===== src/rtl/cce_pkg.sv =====
// shared types, message bytes and zoom table for the camera command encoder
package cce_pkg;

    localparam int NUM_SETTINGS_DEF = 9;
    localparam int QUEUE_DEPTH = 2;

    // fixed message bytes
    localparam logic [7:0] BYTE_ADDR  = 8'h81;
    localparam logic [7:0] BYTE_CAT   = 8'h01;
    localparam logic [7:0] BYTE_GRP   = 8'h04;
    localparam logic [7:0] BYTE_ZOOM  = 8'h47;
    localparam logic [7:0] BYTE_END   = 8'hFF;

    // setting command bytes
    localparam logic [7:0] CMD_BRIGHT = 8'h0D;
    localparam logic [7:0] CMD_IRCUT  = 8'h01;
    localparam logic [7:0] CMD_STAB   = 8'h34;
    localparam logic [7:0] CMD_SMOOTH = 8'h53;

    // setting ids that send a message
    localparam logic [3:0] SET_BRIGHT = 4'd1;
    localparam logic [3:0] SET_IRCUT  = 4'd4;
    localparam logic [3:0] SET_STAB   = 4'd5;
    localparam logic [3:0] SET_SMOOTH = 4'd6;

    // request kinds
    localparam logic REQ_SETTING = 1'b0;
    localparam logic REQ_ZOOM    = 1'b1;

    // byte positions
    localparam logic [3:0] IDX_CMD       = 4'd3;
    localparam logic [3:0] IDX_ARG       = 4'd4;
    localparam logic [3:0] IDX_SET_LAST  = 4'd5;
    localparam logic [3:0] IDX_ZOOM_LAST = 4'd8;

    // one queued message, bytes 0..2 and the end byte are implied
    typedef struct packed {
        logic       is_zoom;
        logic [7:0] cmd;
        logic [7:0] arg;
        logic [3:0] nib_q;
        logic [3:0] nib_r;
        logic [3:0] nib_s;
    } msg_t;

    typedef struct packed {
        logic full;
        logic empty;
    } q_status_t;

    // direct zoom nibbles p q r s; out-of-table positions use position 1
    function automatic logic [15:0] zoom_nibbles(input logic [7:0] pos);
        logic [15:0] r;
        begin
            case (pos)
                8'd2:    r = 16'h166F;
                8'd3:    r = 16'h1FF0;
                8'd4:    r = 16'h257D;
                8'd5:    r = 16'h2940;
                8'd6:    r = 16'h2C02;
                8'd7:    r = 16'h2E2B;
                8'd8:    r = 16'h2FEE;
                8'd9:    r = 16'h316A;
                8'd10:   r = 16'h32B2;
                default: r = 16'h0000;
            endcase
            return r;
        end
    endfunction

endpackage


===== src/rtl/cce_front.sv =====
// front end: classifies requests, keeps zoom and setting state, builds messages
module cce_front
    import cce_pkg::*;
#(
    parameter int NUM_SETTINGS = NUM_SETTINGS_DEF
)
(
    input  logic       clk,
    input  logic       rst_n,
    input  logic       accept,
    input  logic       req_type,
    input  logic [3:0] setting_id,
    input  logic [7:0] value,
    output logic       push,
    output msg_t       push_msg
);

    localparam int IDX_W = $clog2(NUM_SETTINGS);

    logic [7:0]       last_zoom_reg;
    logic [7:0]       last_zoom_next;
    logic [7:0]       store_reg [NUM_SETTINGS];
    logic [IDX_W-1:0] idx;
    logic             in_range;
    logic [7:0]       stored;
    logic             zoom_change;
    logic             set_change;
    logic             set_has_msg;
    logic [15:0]      nibs;

    assign idx      = setting_id[IDX_W-1:0];
    assign in_range = ({1'b0, setting_id} < 5'(NUM_SETTINGS));
    assign stored   = in_range ? store_reg[idx] : 8'h00;

    assign zoom_change = accept && (req_type == REQ_ZOOM) && (value != last_zoom_reg);
    assign set_change  = accept && (req_type == REQ_SETTING) && in_range && (value != stored);
    assign nibs        = zoom_nibbles(value);

    always_comb
    begin
        last_zoom_next = last_zoom_reg;
        if (zoom_change)
        begin
            last_zoom_next = value;
        end
    end

    always_comb
    begin
        push_msg.is_zoom = (req_type == REQ_ZOOM);
        push_msg.cmd     = BYTE_ZOOM;
        push_msg.arg     = {4'h0, nibs[15:12]};
        push_msg.nib_q   = nibs[11:8];
        push_msg.nib_r   = nibs[7:4];
        push_msg.nib_s   = nibs[3:0];
        set_has_msg      = 1'b1;
        if (req_type == REQ_SETTING)
        begin
            case (setting_id)
                SET_BRIGHT:
                begin
                    push_msg.cmd = CMD_BRIGHT;
                    push_msg.arg = (value == 8'd1) ? 8'h02 :
                                   (value == 8'd2) ? 8'h03 : 8'h00;
                end
                SET_IRCUT:
                begin
                    push_msg.cmd = CMD_IRCUT;
                    push_msg.arg = (value == 8'd1) ? 8'h02 : 8'h03;
                end
                SET_STAB:
                begin
                    push_msg.cmd = CMD_STAB;
                    push_msg.arg = (value == 8'd1) ? 8'h03 : 8'h02;
                end
                SET_SMOOTH:
                begin
                    push_msg.cmd = CMD_SMOOTH;
                    push_msg.arg = value;
                end
                default:
                begin
                    set_has_msg = 1'b0;
                end
            endcase
        end
    end

    assign push = zoom_change || (set_change && set_has_msg);

    always_ff @(posedge clk or negedge rst_n)
    begin
        if (!rst_n)
        begin
            last_zoom_reg <= 8'd1;
            for (int i = 0; i < NUM_SETTINGS; i++)
            begin
                store_reg[i] <= 8'h00;
            end
        end
        else
        begin
            last_zoom_reg <= last_zoom_next;
            if (set_change)
            begin
                store_reg[idx] <= value;
            end
        end
    end

endmodule


===== src/rtl/cce_queue.sv =====
// short message queue between front end and serializer
module cce_queue
    import cce_pkg::*;
(
    input  logic      clk,
    input  logic      rst_n,
    input  logic      push,
    input  msg_t      push_msg,
    input  logic      pop,
    output msg_t      head,
    output q_status_t status
);

    localparam int PTR_W = (QUEUE_DEPTH > 1) ? $clog2(QUEUE_DEPTH) : 1;
    localparam int CNT_W = $clog2(QUEUE_DEPTH + 1);

    msg_t             entry_reg [QUEUE_DEPTH];
    logic [PTR_W-1:0] wr_ptr_reg;
    logic [PTR_W-1:0] wr_ptr_next;
    logic [PTR_W-1:0] rd_ptr_reg;
    logic [PTR_W-1:0] rd_ptr_next;
    logic [CNT_W-1:0] count_reg;
    logic [CNT_W-1:0] count_next;

    assign status.full  = (count_reg == CNT_W'(QUEUE_DEPTH));
    assign status.empty = (count_reg == '0);
    assign head         = entry_reg[rd_ptr_reg];

    always_comb
    begin
        wr_ptr_next = wr_ptr_reg;
        rd_ptr_next = rd_ptr_reg;
        count_next  = count_reg;
        if (push)
        begin
            wr_ptr_next = (wr_ptr_reg == PTR_W'(QUEUE_DEPTH - 1)) ? '0 : wr_ptr_reg + 1'b1;
        end
        if (pop)
        begin
            rd_ptr_next = (rd_ptr_reg == PTR_W'(QUEUE_DEPTH - 1)) ? '0 : rd_ptr_reg + 1'b1;
        end
        if (push && !pop)
        begin
            count_next = count_reg + 1'b1;
        end
        else if (pop && !push)
        begin
            count_next = count_reg - 1'b1;
        end
    end

    always_ff @(posedge clk or negedge rst_n)
    begin
        if (!rst_n)
        begin
            wr_ptr_reg <= '0;
            rd_ptr_reg <= '0;
            count_reg  <= '0;
        end
        else
        begin
            wr_ptr_reg <= wr_ptr_next;
            rd_ptr_reg <= rd_ptr_next;
            count_reg  <= count_next;
        end
    end

    always_ff @(posedge clk)
    begin
        if (push)
        begin
            entry_reg[wr_ptr_reg] <= push_msg;
        end
    end

endmodule


===== src/rtl/cce_back.sv =====
// back end: walks the head message out one byte per out_valid/out_ready handshake
module cce_back
    import cce_pkg::*;
(
    input  logic       clk,
    input  logic       rst_n,
    input  msg_t       head,
    input  q_status_t  status,
    output logic       pop,
    output logic       out_valid,
    input  logic       out_ready,
    output logic [7:0] tx_byte,
    output logic       last
);

    logic [3:0] idx_reg;
    logic [3:0] idx_next;
    logic       fire;

    assign out_valid = !status.empty;
    assign fire      = out_valid && out_ready;
    assign last      = head.is_zoom ? (idx_reg == IDX_ZOOM_LAST) : (idx_reg == IDX_SET_LAST);
    assign pop       = fire && last;

    always_comb
    begin
        case (idx_reg)
            4'd0:    tx_byte = BYTE_ADDR;
            4'd1:    tx_byte = BYTE_CAT;
            4'd2:    tx_byte = BYTE_GRP;
            IDX_CMD: tx_byte = head.cmd;
            IDX_ARG: tx_byte = head.arg;
            4'd5:    tx_byte = head.is_zoom ? {4'h0, head.nib_q} : BYTE_END;
            4'd6:    tx_byte = {4'h0, head.nib_r};
            4'd7:    tx_byte = {4'h0, head.nib_s};
            default: tx_byte = BYTE_END;
        endcase
    end

    always_comb
    begin
        idx_next = idx_reg;
        if (fire)
        begin
            idx_next = last ? 4'd0 : idx_reg + 4'd1;
        end
    end

    always_ff @(posedge clk or negedge rst_n)
    begin
        if (!rst_n)
        begin
            idx_reg <= 4'd0;
        end
        else
        begin
            idx_reg <= idx_next;
        end
    end

endmodule


===== src/rtl/camera_command_encoder.sv =====
// camera command encoder top level: front end, message queue and byte serializer
//
//   channel  dir  handshake              fields
//   in       in   in_valid / in_ready    req_type, setting_id, value
//   out      out  out_valid / out_ready  tx_byte, last
//
// a request is classified in the cycle it is accepted; a message is queued
// a zoom message is 9 bytes and a setting message 6, one byte per cycle while out_ready is high
// the serializer sets the rate; the front takes requests while the 2-deep queue has room
// requests with no message are taken whenever the queue is not full
// reset: last zoom 1, all settings 0, queue empty
module camera_command_encoder
    import cce_pkg::*;
#(
    parameter int NUM_SETTINGS = NUM_SETTINGS_DEF
)
(
    input  logic       clk,
    input  logic       rst_n,
    input  logic       in_valid,
    output logic       in_ready,
    input  logic       req_type,
    input  logic [3:0] setting_id,
    input  logic [7:0] value,
    output logic       out_valid,
    input  logic       out_ready,
    output logic [7:0] tx_byte,
    output logic       last
);

    logic      push;
    msg_t      push_msg;
    logic      pop;
    msg_t      head;
    q_status_t status;

    assign in_ready = !status.full;

    cce_front #(
        .NUM_SETTINGS(NUM_SETTINGS)
    ) u_front (
        .clk       (clk),
        .rst_n     (rst_n),
        .accept    (in_valid && in_ready),
        .req_type  (req_type),
        .setting_id(setting_id),
        .value     (value),
        .push      (push),
        .push_msg  (push_msg)
    );

    cce_queue u_queue (
        .clk     (clk),
        .rst_n   (rst_n),
        .push    (push),
        .push_msg(push_msg),
        .pop     (pop),
        .head    (head),
        .status  (status)
    );

    cce_back u_back (
        .clk      (clk),
        .rst_n    (rst_n),
        .head     (head),
        .status   (status),
        .pop      (pop),
        .out_valid(out_valid),
        .out_ready(out_ready),
        .tx_byte  (tx_byte),
        .last     (last)
    );

    // the final byte of any message is the terminator
    assert property (@(posedge clk) disable iff (!rst_n)
        (out_valid && last) |-> (tx_byte == BYTE_END))
        else $error("message ends without terminator");

    // after a message completes, the next byte shown opens a new message
    assert property (@(posedge clk) disable iff (!rst_n)
        (out_valid && out_ready && last) |=> (!out_valid || tx_byte == BYTE_ADDR))
        else $error("message does not start with address byte");

    // queue never reports full and empty together
    assert property (@(posedge clk) disable iff (!rst_n)
        !(status.full && status.empty))
        else $error("queue status inconsistent");

    // nothing is queued into a full queue unless an entry is popped in the same cycle
    assert property (@(posedge clk) disable iff (!rst_n)
        (push && status.full) |-> pop)
        else $error("push into full queue");

endmodule

===== config.mk =====
export PLATFORM = sky130hd
export DESIGN_NAME = camera_command_encoder
export DESIGN_NICKNAME = d
export VERILOG_FILES = /design/src/rtl/cce_pkg.sv /design/src/rtl/cce_front.sv /design/src/rtl/cce_queue.sv /design/src/rtl/cce_back.sv /design/src/rtl/camera_command_encoder.sv
export SDC_FILE = /design/constraint.sdc
export NUM_CORES = 1
export LEC_CHECK = 0
export ABC_CLOCK_PERIOD_IN_PS = 4400
export BUFFER_PORTS_ARGS = -buffer_cell sky130_fd_sc_hd__clkbuf_2
export CAP_MARGIN = 20
export CORE_UTILIZATION = 35
export CTS_CLUSTER_DIAMETER = 120
export DETAILED_ROUTE_END_ITERATION = 10
export GPL_TIMING_DRIVEN = 0
export SYNTH_ARGS = -nofsm -noshare
export SYNTH_HDL_FRONTEND = slang
export SYNTH_SLANG_ARGS = --single-unit

===== constraint.sdc =====
create_clock -name clk -period 4.4 [get_ports clk]
set_input_delay 0 -clock clk [delete_from_list [all_inputs] [get_ports clk]]
set_output_delay 0 -clock clk [all_outputs]
set_load 0.1 [all_outputs]

==> summary.txt <==
Timing
  – Final TNS setup: 0 ns
  – Fmax achieved: 0.308 GHz
  – Hold_ws: between 0.1 and 0.15 ns
  – Slew @ Worst Pin: between 0.9 and 1 ns
  – Slew headroom: 38.6%
  – Clock Skew: 0.00969 ns
  – Pins Over Slew Limit: 0
  – Minimum clock period: between 3 and 4 ns
  – Final setup viols: 0
  – Period utilization: about three quarters
  – PnR worst setup slack: 1.16 ns
  – Hold Violations, Final: 0
  – Unrepaired setup endpoints after global routing: no

Outcome
  – Status: finished, final reports clean

Critical path
  – Buf/Inv on CP: 2
  – Crit path to: tx_byte[1]
  – CP peak stage delay: between 0.5 and 0.6 ns
  – Required @ worst endpoint: about 4.4 ns
  – R2R Path End: u_queue.entry_reg[0][14]
  – CP startpoint: u_queue.rd_ptr_reg
  – Reg2Reg Depth: 10
  – CP Cell Sequence: clkbuf_1 > mux2i_1 > a31oi_1 > o21ai_0 > or3_1 > clkbuf_2
  – Arrival time worst endpoint: between 3 and 4 ns
  – Slowest cell on the critical path: a31oi_1
  – Kind of end point of the critical path: output port
  – Reg2reg start: u_front.store_reg[63]
  – Crit path depth: 6
  – Critical Path Fanout Max: 9
  – Crit Path Class: reg2out
  – Cell family with most CP delay: compound AO/OA/AOI/OAI gates
  – Worst R2R Setup Slack: 1.35 ns
  – CP startpoint kind: register

Floorplan
  – Initial Utilization: a little over a third
  – Num ports: 28
  – # rows: 52
  – Die Height: ~150 um
  – Die Width: around 150 um
  – Die ar.: 21,200 sq um
  – Core footprint: slightly above 20,000 sq um

Clock network
  – Clock sinks: around 140
  – CTS Hold Bufs: 4
  – Setup repair bufs after CTS: 0
  – TritonCTS clock tree: done
  – Clock transition at the registers of the reported paths: ~0.060 ns
  – Maximum root-to-sink buffer count: 2
  – Clock H-tree levels: 4
  – CTS Root Cell: clkbuf_16
  – Post-CTS sizing: 0
  – CTS buffer count: 17
  – Clock Latency Late Sink: about 0.42 ns

Global routing
  – Vias in the first global route: roughly 5,000
  – First-pass GRT wire length: ~26,000 um
  – Total Routing Usage GR: between 10% and 20%
  – Initial antenna violation count: 0
  – Global route overflow: 0
  – Largest net degree at the start of global routing: 54

Detailed routing
  – DRC viols: 0
  – Via density: 5.27
  – First drt pass iteration count: 4
  – DR vias: 4,815
  – Iteration-0 DRC Markers: approximately 330
  – Final antenna-violating net count: 0
  – DRT Wirelength: 16,600 um
  – Wirelength per Cell: approximately 18 um

Placement
  – Post-Place Setup Slack: approximately 1.0 ns
  – PortBufs: 22
  – GPL Wtd Cong: approximately 0.86
  – HPWL after DPL: around 12,000 um
  – Placed cell area: about 7800 sq um

Pwr
  – Peak VDD IR: 0.277 mV
  – Final Power: roughly 0.0046 W
  – Leak: around 3.6 nW
  – PD cells: between 500 and 600 nW/um^2

Logic synthesis
  – #FFs+latches synth: approximately 140
  – Cell variety after synth: 59
  – Avg Inst Size Synth: ~12 sq um
  – Mapped Cells: 583
  – Cell area after synthesis: 7230 sq um
  – Top cell type's share of synthesized area: between 30 and 40%
  – EDFF count, synth: 54
  – Syn Nets: 611
  – Top cell type by total area after synthesis: dfrtp_1
  – Seq/Total Area, Yosys: a little over half
  – Top-count cell post-synth: dfrtp_1
  – Commonest cells post-synth: 87 x dfrtp_1, 72 x mux2_2, 54 x edfxtp_1, 44 x nand2_1, 43 x mux2i_1
  – Synth warnings: 0
  – Primary FF master, synth: dfrtp_1
  – Async SR Flop Fraction: between 60% and 70%
  – Synth area leaders: dfrtp_1 30%, edfxtp_1 22%, mux2_2 11%

Cells and area
  – Synthesis-to-layout area growth: 16.5%
  – Fill cells: between 1,500 and 2,000
  – Finished Cell Area: 8420 sq um
  – Nets: 660
  – Layout cells sized above 1: 26.1%
  – Number of flip-flops in the largest register: between 70 and 80
  – Antenna cells: 0

Min path
  – Hold Crit Class: in2async

Flow run
  – Max-Cap Viols: 0
## worst min-delay path by stage
stage / end / slack [ns]
floorplan: u_back.idx_reg[0] / -0.30
global placement: u_queue.rd_ptr_reg / 0.32
detailed placement: u_back.idx_reg[2] / 0.04
CTS: u_back.idx_reg[2] / 0.14
global route: u_back.idx_reg[2] / 0.15
finish: u_back.idx_reg[2] / 0.12
## metrics by stage
| step | instances | utilization, % |
|---|---|---|
| floorplan | 583 | - |
| global placement | 875 | 38.0 |
| detailed placement | 878 | 38.4 |
| CTS | 913 | 41.6 |
| global route | 914 | 41.6 |
| finish | 914 | 41.6 |
## area by class of cell
type                       count  area [sq um]  area share [%]
sequential                   142          3820            45.4
multi-input combinational    390          3180            37.7
clock buffer                  23           532            6.31
tap                          270           338            4.01
timing repair buffer          30           240            2.85
buffer                        35           178            2.11
clock inverter                 8          73.8           0.877
inverter                      16          60.1           0.713
## layout by cell type, fill, tap and decap left out, types with 4 or more instances in the layout
cell type and n:
inv_1 16, o21ai_0 24, a31oi_1 7, clkinv_2 4, xor2_1 10, clkbuf_2 22, nor4_1 4, nand3_1 8
dlygate4sd3_1 4, nor3_1 10, clkbuf_16 20, xnor2_1 13, mux2_2 72, nor2b_1 6, a21oi_1 15, a22oi_1 6
nand2b_1 7, mux4_2 8, mux2_4 8, dfrtp_1 87, mux2i_1 43, clkbuf_1 26, nor2_1 33, nand2_1 44
or3_1 6, ha_1 11, edfxtp_1 54, o22ai_1 6
## layer usage
| layer | GRT usage [%] | wire (um) |
|---|---|---|
| met1 | 20.3 | 7510 |
| met4 | 6.79 | 367 |
| met5 | 0 | 0 |
| met2 | 27.5 | 8160 |
| met3 | 2.88 | 518 |
## logic make-up after synthesis
kind of cell / share of synthesized area [%]
adder cells (fa/ha/maj): 1.90
flip-flops: 52.9
AO/OA/AOI/OAI: 7.29
AND/OR/NAND/NOR: 10.1
multiplexers: 21.7
XOR/XNOR: 2.79
buffers and inverters: 3.29
## worst register-to-register path, delay by kind of cell, from the launching register on
kind	cells	cell delay (ns)
buf+inv	2	0.39
compound gates	2	0.42
flops	1	0.37
simple gates	4	0.94
xor+xnor	1	0.14
mux	1	0.51
## report_power, final
part           switching (W)  internal (W)
logic               0.000838      0.000489
clock network       0.000524      0.000904
registers           0.000145       0.00167
total                0.00151       0.00307
Power figures use the tool's default switching activity.
